===== config.mk =====
export PLATFORM = sky130hd
export DESIGN_NAME = job_dispatch_least_loaded_unit
export DESIGN_NICKNAME = d
export VERILOG_FILES = /design/src/rtl/jdll_pkg.sv /design/src/rtl/job_dispatch_least_loaded_unit.sv
export SDC_FILE = /design/constraint.sdc
export NUM_CORES = 1
export LEC_CHECK = 0
export BUFFER_PORTS_ARGS = -buffer_cell sky130_fd_sc_hd__buf_2
export CELL_PAD_IN_SITES_DETAIL_PLACEMENT = 1
export CELL_PAD_IN_SITES_GLOBAL_PLACEMENT = 1
export CORE_UTILIZATION = 30
export DETAILED_ROUTE_END_ITERATION = 16
export PLACE_DENSITY = 0.58
export SYNTH_ARGS = -nofsm -noshare
export SYNTH_HDL_FRONTEND = slang
export SYNTH_SLANG_ARGS = --single-unit
export TNS_END_PERCENT = 20

===== constraint.sdc =====
create_clock -name clk -period 6.2 [get_ports clk]
set_input_delay 0.93 -clock clk [delete_from_list [all_inputs] [get_ports clk]]
set_output_delay 0.93 -clock clk [all_outputs]
set_load 0.005 [all_outputs]

===== src/rtl/jdll_pkg.sv =====
// ----------------------------------------------------------------------------
// jdll_pkg: shared definitions for the least-loaded job dispatcher
// Field widths, worker count, function and status codes, register indices and reset values.
// ----------------------------------------------------------------------------
`default_nettype none

package jdll_pkg;

  localparam int MAX_WORKERS = 16;
  localparam int WIDX        = $clog2(MAX_WORKERS);      // queue memory index
  localparam int CNT_W       = $clog2(MAX_WORKERS + 1);  // worker count width

  localparam int FUNC_W   = 2;
  localparam int JOB_W    = 16;
  localparam int WORKER_W = 4;
  localparam int STATUS_W = 3;
  localparam int LIMIT_W  = 16;
  localparam int WIU_W    = 5;
  localparam int CFG_IDX_W = 2;
  localparam int CFG_DATA_W = 16;

  localparam logic [FUNC_W-1:0] FUNC_SUBMIT   = 2'd0;
  localparam logic [FUNC_W-1:0] FUNC_COMPLETE = 2'd1;
  localparam logic [FUNC_W-1:0] FUNC_CLOSE    = 2'd2;
  // Unused code: no state change, answered with the closed status.
  localparam logic [FUNC_W-1:0] FUNC_RESERVED = 2'd3;

  localparam logic [STATUS_W-1:0] ST_ACCEPTED  = 3'd0;
  localparam logic [STATUS_W-1:0] ST_CLOSED    = 3'd1;
  localparam logic [STATUS_W-1:0] ST_OVER      = 3'd2;
  localparam logic [STATUS_W-1:0] ST_ZERO      = 3'd3;
  localparam logic [STATUS_W-1:0] ST_CPL_DONE  = 3'd4;
  localparam logic [STATUS_W-1:0] ST_CPL_UNDER = 3'd5;

  localparam logic [CFG_IDX_W-1:0] REG_PENDING_LIMIT  = 2'd0;
  localparam logic [CFG_IDX_W-1:0] REG_WORKERS_IN_USE = 2'd1;

  localparam logic [LIMIT_W-1:0] LIMIT_RESET = 16'd1024;
  localparam logic [WIU_W-1:0]   WIU_RESET   = 5'd16;

endpackage : jdll_pkg

`default_nettype wire


===== src/rtl/job_dispatch_least_loaded_unit.sv =====
// ----------------------------------------------------------------------------
// job_dispatch_least_loaded_unit: least-loaded job dispatcher
// Admits submits against a pending limit, assigns each admitted batch to the
// worker with the fewest queued batches, and retires completions.
// ----------------------------------------------------------------------------
//
//   Channel   Signals                                      Dir   Handshake
//   -------   ------------------------------------------   ---   ----------
//   input     func, job_count, worker                      in    valid/ready
//   output    status, chosen_worker, total_pending         out   valid/ready
//   config    cfg_index, cfg_data                          in    cfg_we only
//
// One item is in flight at a time. A refused submit, a close or an unused code
// goes from acceptance through the final step to a loaded result. A completion
// reads the queue memory at the accepting edge, writes the count back in its
// write-back step, and then loads the output register in the final step.
// An admitted submit first reduces the rotating pointer modulo the worker count
// by repeated subtract steps (0 to 15 of them), then scans the queue counts,
// reading 1 to the worker count of them, one per cycle from the single read
// port of the queue memory, then writes back and loads the result.
// Reset is synchronous and clears all control state; the queue memory is not
// swept, since a valid bit per entry makes an unwritten entry read as zero.
// A result waits in the output register while the sink stalls; the block then
// holds in its final step and takes no new item until the result is loaded.

`default_nettype none

module job_dispatch_least_loaded_unit
  import jdll_pkg::*;
(
  input  wire logic                  clk,
  input  wire logic                  rst,

  input  wire logic                  in_valid,
  output logic                       in_ready,
  input  wire logic [FUNC_W-1:0]     func,
  input  wire logic [JOB_W-1:0]      job_count,
  input  wire logic [WORKER_W-1:0]   worker,

  output logic                       out_valid,
  input  wire logic                  out_ready,
  output logic [STATUS_W-1:0]        status,
  output logic [WORKER_W-1:0]        chosen_worker,
  output logic [JOB_W-1:0]           total_pending,

  input  wire logic                  cfg_we,
  input  wire logic [CFG_IDX_W-1:0]  cfg_index,
  input  wire logic [CFG_DATA_W-1:0] cfg_data
);

  // Sequencer states, one-hot.
  typedef enum logic [5:0] {
    S_IDLE   = 6'b000001,
    S_MOD    = 6'b000010,
    S_SCAN   = 6'b000100,
    S_UPDATE = 6'b001000,
    S_CPL    = 6'b010000,
    S_FIN    = 6'b100000
  } state_t;

  state_t state, state_next;

  // Configuration registers.
  logic [LIMIT_W-1:0] pending_limit;
  logic [WIU_W-1:0]   workers_in_use;

  // Architectural state outside the memory.
  logic [JOB_W-1:0]   pending_total;
  logic [WIDX-1:0]    rotate_pointer;
  logic               open_flag;

  // Per-item working registers.
  logic [WIDX-1:0]     start;
  logic [WIDX-1:0]     cur;
  logic [WIDX-1:0]     cmp_cnt;
  logic [WIDX-1:0]     best;
  logic [JOB_W-1:0]    best_q;
  logic [WORKER_W-1:0] worker_q;
  logic                cpl_under;
  logic [STATUS_W-1:0] res_status;
  logic [WORKER_W-1:0] res_chosen;

  // Queue count memory with one valid bit per entry.
  logic [JOB_W-1:0]       qmem [MAX_WORKERS];
  logic [MAX_WORKERS-1:0] qvalid;
  logic [WIDX-1:0]        rd_addr;
  logic [JOB_W-1:0]       rd_data;
  logic                   rd_valid;
  logic                   mem_we;
  logic [WIDX-1:0]        wr_addr;
  logic [JOB_W-1:0]       wr_data;

  logic [CNT_W-1:0]  n_act;
  logic [JOB_W-1:0]  eff;
  logic              in_acc;
  logic              out_free;
  logic              over_limit;
  logic [WIDX-1:0]   next_cand;
  logic              take;
  logic [WIDX-1:0]   nb;
  logic [JOB_W-1:0]  nbq;
  logic              scan_last;
  logic              worker_in_range;
  logic              cpl_zero;
  logic [WIDX-1:0]   start_inc;

  // A worker count of zero acts as one, and anything above the memory depth
  // acts as the full depth.
  always_comb begin
    if (workers_in_use == '0) begin
      n_act = CNT_W'(1);
    end else if (CNT_W'(workers_in_use) > CNT_W'(MAX_WORKERS)) begin
      n_act = CNT_W'(MAX_WORKERS);
    end else begin
      n_act = CNT_W'(workers_in_use);
    end
  end

  assign in_ready = (state == S_IDLE);
  assign in_acc   = in_valid && in_ready;
  assign out_free = !out_valid || out_ready;

  // The limit test never sees a negative headroom: the second term matters
  // only when the total is within the limit.
  assign over_limit = (pending_total > pending_limit) ||
                      (job_count > (pending_limit - pending_total));

  // An entry never written reads as an empty queue.
  assign eff = rd_valid ? rd_data : '0;

  // Scan step: the memory output belongs to worker cur.
  assign take      = (cmp_cnt == '0) || (eff < best_q);
  assign nb        = take ? cur : best;
  assign nbq       = take ? eff : best_q;
  assign scan_last = (CNT_W'(cmp_cnt) == (n_act - CNT_W'(1))) || (nbq == '0);
  assign next_cand = ((CNT_W'(cur) + CNT_W'(1)) == n_act) ? '0 : WIDX'(cur + WIDX'(1));
  assign start_inc = ((CNT_W'(start) + CNT_W'(1)) == n_act) ? '0 : WIDX'(start + WIDX'(1));

  assign worker_in_range = (CNT_W'(worker_q) < CNT_W'(MAX_WORKERS));
  assign cpl_zero        = !worker_in_range || (eff == '0);

  // Read address: the completing worker at acceptance, the scan start while
  // the pointer is reduced, then the next candidate during the scan.
  always_comb begin
    case (state)
      S_IDLE:  rd_addr = WIDX'(worker);
      S_MOD:   rd_addr = start;
      S_SCAN:  rd_addr = next_cand;
      default: rd_addr = cur;
    endcase
  end

  always_comb begin
    mem_we  = 1'b0;
    wr_addr = best;
    wr_data = (best_q == '1) ? best_q : best_q + JOB_W'(1);
    if (state == S_UPDATE) begin
      mem_we = 1'b1;
    end else if (state == S_CPL && !cpl_zero) begin
      mem_we  = 1'b1;
      wr_addr = WIDX'(worker_q);
      wr_data = eff - JOB_W'(1);
    end
  end

  always_ff @(posedge clk) begin
    if (mem_we) begin
      qmem[wr_addr] <= wr_data;
    end
    rd_data  <= qmem[rd_addr];
    rd_valid <= qvalid[rd_addr];
  end

  always_ff @(posedge clk) begin
    if (rst) begin
      qvalid <= '0;
    end else if (mem_we) begin
      qvalid[wr_addr] <= 1'b1;
    end
  end

  always_comb begin
    state_next = state;
    case (state)
      S_IDLE: begin
        if (in_acc) begin
          if (func == FUNC_SUBMIT && job_count != '0 && open_flag && !over_limit) begin
            state_next = S_MOD;
          end else if (func == FUNC_COMPLETE) begin
            state_next = S_CPL;
          end else begin
            state_next = S_FIN;
          end
        end
      end
      S_MOD: begin
        if (CNT_W'(start) < n_act) begin
          state_next = S_SCAN;
        end
      end
      S_SCAN: begin
        if (scan_last) begin
          state_next = S_UPDATE;
        end
      end
      S_UPDATE: state_next = S_FIN;
      S_CPL:    state_next = S_FIN;
      S_FIN: begin
        if (out_free) begin
          state_next = S_IDLE;
        end
      end
      default:  state_next = S_IDLE;
    endcase
  end

  always_ff @(posedge clk) begin
    if (rst) begin
      state          <= S_IDLE;
      pending_limit  <= LIMIT_RESET;
      workers_in_use <= WIU_RESET;
      pending_total  <= '0;
      rotate_pointer <= '0;
      open_flag      <= 1'b1;
      out_valid      <= 1'b0;
    end else begin
      state <= state_next;

      if (cfg_we) begin
        case (cfg_index)
          REG_PENDING_LIMIT:  pending_limit  <= cfg_data[LIMIT_W-1:0];
          REG_WORKERS_IN_USE: workers_in_use <= cfg_data[WIU_W-1:0];
          default: ;
        endcase
      end

      // The output register fills at the end of an item and empties when the
      // sink takes the result; a new load wins when both meet in one cycle.
      if (state == S_FIN && out_free) begin
        out_valid <= 1'b1;
      end else if (out_ready) begin
        out_valid <= 1'b0;
      end

      case (state)
        S_IDLE: begin
          if (in_acc) begin
            if (func == FUNC_SUBMIT && job_count != '0 && open_flag && !over_limit) begin
              pending_total <= pending_total + job_count;
            end else if (func == FUNC_COMPLETE) begin
              if (job_count > pending_total) begin
                pending_total <= '0;
              end else begin
                pending_total <= pending_total - job_count;
              end
            end else if (func == FUNC_CLOSE) begin
              open_flag <= 1'b0;
            end
          end
        end
        S_UPDATE: rotate_pointer <= start_inc;
        default: ;
      endcase
    end
  end

  // Working and payload registers, no reset needed.
  always_ff @(posedge clk) begin
    case (state)
      S_IDLE: begin
        start    <= rotate_pointer;
        worker_q <= worker;
        cmp_cnt  <= '0;
        cpl_under  <= (job_count > pending_total);
        res_chosen <= '0;
        if (func == FUNC_SUBMIT) begin
          if (job_count == '0) begin
            res_status <= ST_ZERO;
          end else if (!open_flag) begin
            res_status <= ST_CLOSED;
          end else begin
            res_status <= ST_OVER;
          end
        end else begin
          res_status <= ST_CLOSED;
        end
      end
      S_MOD: begin
        if (CNT_W'(start) < n_act) begin
          cur <= start;
        end else begin
          start <= WIDX'(CNT_W'(start) - n_act);
        end
      end
      S_SCAN: begin
        best   <= nb;
        best_q <= nbq;
        if (!scan_last) begin
          cur     <= next_cand;
          cmp_cnt <= cmp_cnt + WIDX'(1);
        end
      end
      S_UPDATE: begin
        res_status <= ST_ACCEPTED;
        res_chosen <= WORKER_W'(best);
      end
      S_CPL: begin
        res_status <= (cpl_under || cpl_zero) ? ST_CPL_UNDER : ST_CPL_DONE;
        res_chosen <= worker_q;
      end
      S_FIN: begin
        if (out_free) begin
          status        <= res_status;
          chosen_worker <= res_chosen;
          total_pending <= pending_total;
        end
      end
      default: ;
    endcase
  end

`ifndef SYNTHESIS
  a_one_in_flight: assert property (@(posedge clk) disable iff (rst)
    in_acc |=> !in_ready)
    else $error("new item taken while one is in flight");

  a_scan_count: assert property (@(posedge clk) disable iff (rst)
    (state == S_SCAN) |-> (CNT_W'(cmp_cnt) < n_act) && (CNT_W'(cur) < n_act))
    else $error("scan ran past the active workers");

  a_mem_write: assert property (@(posedge clk) disable iff (rst)
    mem_we |-> (state == S_UPDATE) || (state == S_CPL))
    else $error("queue memory written outside write-back");

  a_limit_kept: assert property (@(posedge clk) disable iff (rst)
    (out_valid && status == ST_ACCEPTED) |-> (total_pending <= pending_limit))
    else $error("admitted submit exceeds pending limit");

  a_fin_loads: assert property (@(posedge clk) disable iff (rst)
    (state == S_FIN && out_free) |=> out_valid && (state == S_IDLE))
    else $error("result not loaded at end of item");
`endif

endmodule : job_dispatch_least_loaded_unit

`default_nettype wire


Word-level counts from Yosys, hierarchy flattened
Memories as Yosys holds them, arrays and structs flattened. A register that Yosys moved wholly into a read port is not among the register bits.
Cells that the tools add are included.
- bitwise logic cells: 3
- multiplexer cells: 45
- add/subtract/negate cells: 12
- shift-type cells: 0
- order comparisons: 9
- div/mod/pow operators: 0
- equal/unequal tests: 19
- multipliers: 0
- reduce and logical (&&, ||, !) cells: 40
- operator list (cell ; count):
    16-bit two-way mux ; 8
    16-bit greater-than comparator ; 3
    16-bit zero test ; 3
    6-bit two-way mux ; 6
    4-bit two-way mux ; 8
    16-bit subtractor ; 2
    6-bit case mux with 5 select lines ; 1
    4-bit case mux with 2 select lines ; 3
    4-bit case mux with 3 select lines ; 2
    16-bit by 1-bit adder with 16-bit output, second input constant ; 1
    16-bit adder ; 1
    16-bit equality test, second input constant ; 1
    16-bit < comparator ; 1
    16-bit OR ; 1
    16-bit nonzero test ; 1
    16-bit by 1-bit subtractor with 16-bit output, second input constant ; 1
    4-bit by 1-bit adder with 4-bit output, second input constant ; 3
    2-bit AND reduction ; 6
    4-bit by 1-bit adder with 5-bit output, second input constant ; 2
    5-bit equality test ; 2
    4-bit by 5-bit < comparator with 1-bit output, second input constant ; 2
    5-bit two-way mux ; 2
    2-bit != test, second input constant ; 5
    2-bit nonzero test ; 5
    33 further kinds ; 58
- bits in writable memories: 256
- memories kept: 1
- flip-flop bits (word level): 133
- bits in read-only memories: 0
- latch bits: 0
- logic and storage cells: 150
- output and inout port bits: 25
- input bits: 45
- memory list (name ; words ; bits a word ; read ports ; clocked after memory_dff ; wr ports ; RTL line ; RTL):
    qmem ; 16 ; 16 ; 1 ; 1 ; 1 ; job_dispatch_least_loaded_unit.sv:84 ; logic [JOB_W-1:0] qmem [MAX_WORKERS];

Logic depth before layout (Yosys ltp)
- word-level depth: 11
- mapped depth: 23
- mapped depth without buffers: 21

Least setup slack after synthesis
OpenSTA, ideal clock, no wires.
- path type: flip-flop to flip-flop
- start point: reg pending_total[1]
- end point: reg pending_total[10]
- path buffers: 2
- slack: 1745 ps
- arrival time: 4333 ps
- library setup time: 122 ps
- required time: 6078 ps
- cell stages (with the launch flop): 21
- clock period less this slack: 4455 ps
- cells stage by stage: dfxtp_1 > inv_1 > ha_1 > nor2b_1 > o21ai_0 > a21oi_1 > o21ai_0 > a21oi_1 > a21o_1 > a21o_1 > mux2i_1 > a2111oi_0 > ha_1 > a211oi_1 > a31oi_1 > a2111o_1 > buf_2 > o21a_1 > nor3_4 > buf_2 > o22ai_1
- longest elaborated chain between the ends: 7
- elaborated cells between the ends (all ways): 14
- those cells by class: add/sub: 3; order compare: 3; mux: 3; reduce/logical: 5
- ends and longest elaborated chain (item ; RTL line ; RTL):
    from (decl) ; job_dispatch_least_loaded_unit.sv:68 ; logic [JOB_W-1:0] pending_total;
    from (signal assigned) ; job_dispatch_least_loaded_unit.sv:249 ; pending_total <= pending_total + job_count;
    from (signal assigned) ; job_dispatch_least_loaded_unit.sv:254 ; pending_total <= pending_total - job_count;
    16-bit subtractor ; job_dispatch_least_loaded_unit.sv:126 ; (job_count > (pending_limit - pending_total));
    16-bit greater-than comparator ; job_dispatch_least_loaded_unit.sv:126 ;
    1-bit logical OR ; job_dispatch_least_loaded_unit.sv:125 ; assign over_limit = (pending_total > pending_limit) ||
    1-bit zero test ; job_dispatch_least_loaded_unit.sv:248 ; if (func == FUNC_SUBMIT && job_count != '0 && open_flag && !over_limit) begin
    1-bit logical AND ; job_dispatch_least_loaded_unit.sv:248 ;
    2-bit nonzero test (no source line) ; - ;
    3-bit AND reduction (no source line) ; - ;
Parallel ways exist; a longest one is shown, timed or not. The select of a mux whose other input is x is not followed.
A chain may end at the register's enable or synchronous reset.

Final worst setup path
- start point: reg pending_total[1]
- end point: reg pending_total[4]
Same word-level chain as after synthesis.

==> results.toml <==
[timing]
fin_crit_sh_pct = 85.1
drv_slew = 0
tightest_slew_ns = 1.31
fin_tns_setup_ns = 0
relSlewSlack_pct = 12.1
hold_slack_ns = 0.435
skew_ns = 0.0431
grt_setup_unrepaired = "no"
timing.fmax_mhz = 189
min_period_ns = 5.28
finalSetupViolCount = 0
hold_viol = 0

[yosys]
async_flop_share_pct = 0
synth_nets = 1825
syn-mean-instance-area_um2 = 11.9
ys.flop_type = "edfxtp_1"
yosys_register_bits = 405
syn_inst = 1687
yosysWarnings = 0
synth_edf_count = 323
synth.distinct_cells = 92
synth_area_mm2 = 0.0201
ys_seq_area_share_pct = 56.4

[floorplan]
die-height_um = 261
die_w_um = 261
pin_count = 70
rows = 94
core-area_mm2 = 0.0660
die_area_mm2 = 0.0681
initial_utilization_pct = 30.5

[clock_tree]
clkSinkCount = 405
post_cts_buffers = 0
cts.reportedPaths.clkPinSlew_ns = 0.06
cts.htree.levels = 2
ctsLongestPathBuffers = 3
cts.repair.resized = 0
root_buffer = "clkbuf_16"
clk_latency_ns = 0.61
cts_tree = "built"
holdBufCountCts = 0
numCtsBuffers = 46

[setup_path]
cp-start-kind = "flip-flop"
required_ns = 6.70
path_max_fanout = 19
criticalPathCategory = "flip-flop to flip-flop"
end_kind = "flip-flop"
arrival_ns = 5.77

[layout]
multi_input_area_mm2 = 0.00817
seqCellArea_mm2 = 0.0113
antennaDiodeCount = 0
nets = 1904
drive_above_1_share_pct = 14.8
stdcell_area_mm2 = 0.0231
fill_cells = 7136
areaGrowthSynthToFinish_pct = 14.8

[pwr]
powerDensity_mw_per_mm2 = 355
ir_worst_vdd_uv = 240
p_leak_uw = 0.00826

[place]
postPlaceCellArea_mm2 = 0.0215
hpwl_um = 39600
gp_congestion = 0.841
place.port_buffers = 69

[drt]
drt_iter0_drc = 745
ant_nets = 0
wirelength_um = 58000
vias_per_cell = 5.23
wl_per_cell_um = 21.7
vias = 13936
drt_pre_antenna_iters = 11
drc_errors = 5

[status]
outcome = "finished, violations left"
violations = "DRC"

[global_route]
grt_use_total_pct = 17.2
antenna_found_initial = 0
grt_pass1_wl_um = 88900
overflow = 0
first_global_vias = 14836
grt_max_degree = 65

[run]
drv_cap = 0

[worst_hold_path]
hp-class = "flip-flop to flip-flop"
## placed cells by master, fill, tap and decap left out, types with 10 or more instances in the layout
| cell type | Yosys | layout |
|---|---|---|
| edfxtp_1 | 323 | 323 |
| nor2_1 | 155 | 146 |
| nand2_1 | 119 | 119 |
| o21ai_0 | 99 | 99 |
| inv_1 | 89 | 89 |
| ha_1 | 89 | 89 |
| dfxtp_1 | 82 | 82 |
| a21oi_1 | 79 | 78 |
| nand3_1 | 72 | 72 |
| buf_2 | 17 | 69 |
| mux4_2 | 48 | 48 |
| clkbuf_16 | 0 | 46 |
| o22ai_1 | 38 | 38 |
| mux2i_1 | 34 | 34 |
| nor4_1 | 31 | 31 |
| buf_4 | 5 | 30 |
| xnor2_1 | 26 | 26 |
| nand2b_1 | 25 | 25 |
| and2_1 | 25 | 25 |
| xor2_1 | 19 | 19 |
| a21o_1 | 18 | 18 |
| o221ai_1 | 18 | 18 |
| nor3_1 | 17 | 17 |
| nor2b_1 | 15 | 13 |
| o21a_1 | 13 | 13 |
| o31ai_1 | 12 | 12 |
| a22oi_1 | 11 | 11 |
| nand4_1 | 10 | 10 |
## metrics by stage
stage,utilization (%),setup WS [ns],std cells,total power (µW)
2_1_floorplan,-,1.75,1687,4850
3_3_place_gp,32.6,1.10,2581,5430
3_5_place_dp,32.6,0.873,2581,5500
4_1_cts,35.0,0.837,2664,8300
5_1_grt,35.0,0.323,2665,8600
6_report,35.0,0.922,2665,8200
## path summary, 6_finish.rpt
path / from / depth (start not counted) / end / slack (ns)
worst min register to register: res_chosen[3]$_DFFE_PP_ / 0 / chosen_worker[3]$_DFFE_PP_ / 0.44
worst min-delay path: res_chosen[3]$_DFFE_PP_ / 0 / chosen_worker[3]$_DFFE_PP_ / 0.44
worst max register to register: pending_total[1]$_SDFFE_PP0P_ / 19 / pending_total[4]$_SDFFE_PP0P_ / 0.92
worst max-delay path: pending_total[1]$_SDFFE_PP0P_ / 19 / pending_total[4]$_SDFFE_PP0P_ / 0.92
## power breakdown
part	internal (µW)	leakage, µW	total (µW)	switching, µW
clock network	1620	0.000750	2780	1160
logic	857	0.00390	2160	1310
registers	3090	0.00362	3260	164
## final cells by class
type                    instances  area share [%]
well taps                     864            4.69
flip-flops and latches        405            49.2
inverters                      90            1.46
clock buffers                  56            5.24
clock inverters                27            1.47
multi-input cells            1122            35.4
repair buffers                101            2.59
## synth_stat cells, types with 5 or more instances
cell | count | area [µm²]
nand2_1 | 119 | 447
o21ai_1 | 5 | 25.0
clkbuf_1 | 41 | 154
a211oi_1 | 8 | 60.1
nor2_1 | 155 | 582
or3_1 | 5 | 31.3
nand3_1 | 72 | 360
nor2b_1 | 15 | 93.8
a21o_1 | 18 | 135
nor3_1 | 17 | 85.1
buf_4 | 5 | 37.5
edfxtp_1 | 323 | 9700
ha_1 | 89 | 1110
o221ai_1 | 18 | 158
o211ai_1 | 6 | 45.0
a22oi_1 | 11 | 82.6
inv_1 | 89 | 334
a21oi_1 | 79 | 395
o21a_1 | 13 | 97.6
nand3b_1 | 8 | 60.1
o21bai_1 | 7 | 52.6
nor4_1 | 31 | 194
o31ai_1 | 12 | 90.1
and3_1 | 6 | 37.5
dfxtp_1 | 82 | 1640
mux4_2 | 48 | 1080
buf_2 | 17 | 85.1
o21ba_2 | 8 | 80.1
xnor2_1 | 26 | 228
nand4_1 | 10 | 62.6
o22ai_1 | 38 | 238
o21ai_0 | 99 | 495
or4_1 | 7 | 52.6
nor3b_1 | 5 | 37.5
and2_1 | 25 | 156
mux2i_1 | 34 | 340
xor2_1 | 19 | 166
a31oi_1 | 8 | 50.1
nand2b_1 | 25 | 156
## logic make-up after synthesis
kind of cell	synth area share [%]
xor gates and xnor gates	2.07
adders and majority gates	5.94
muxes	7.07
and+or+nand+nor	12.9
DFF	56.4
buffers and inverters	3.47
AOI/OAI and AO/OA	12.1
## sequential cells by signal, indices dropped and copies added, names as in the netlist, 5 cells and up
name and cells:
rd_data 16, pending_total 16, pending_limit 16, qvalid 16, total_pending 16, qmem 256
best_q 16, workers_in_use 5, state 6
## critical path: stages (launching register included)
cell and delay, ns:
dfxtp_1 0.46, inv_1 0.16, ha_1 0.29, nor2b_1 0.13, o21ai_0 0.22, a21oi_1 0.12
o21ai_0 0.24, a21oi_1 0.18, a21o_1 0.22, a21o_1 0.20, mux2i_1 0.11, a2111oi_0 0.48
ha_1 0.36, a211oi_1 0.26, a31oi_1 0.16, a2111o_1 0.49, nand2_1 0.56, o22ai_1 0.19
o21ai_0 0.22, o22ai_1 0.11
## layer usage
metal / global-route usage, % / share of wire [%] / wire, µm / vias to the layer above
met2: 29.5 / 49 / 28500 / 228
li1: - / - / - / 6513
met3: 2.63 / 3.7 / 2150 / 85
met1: 21.8 / 44 / 25500 / 7110
met5: 0 / 0 / 0 / -
met4: 6.51 / 3.1 / 1820 / 0
No activity file was read; power rests on OpenSTA's default activity.
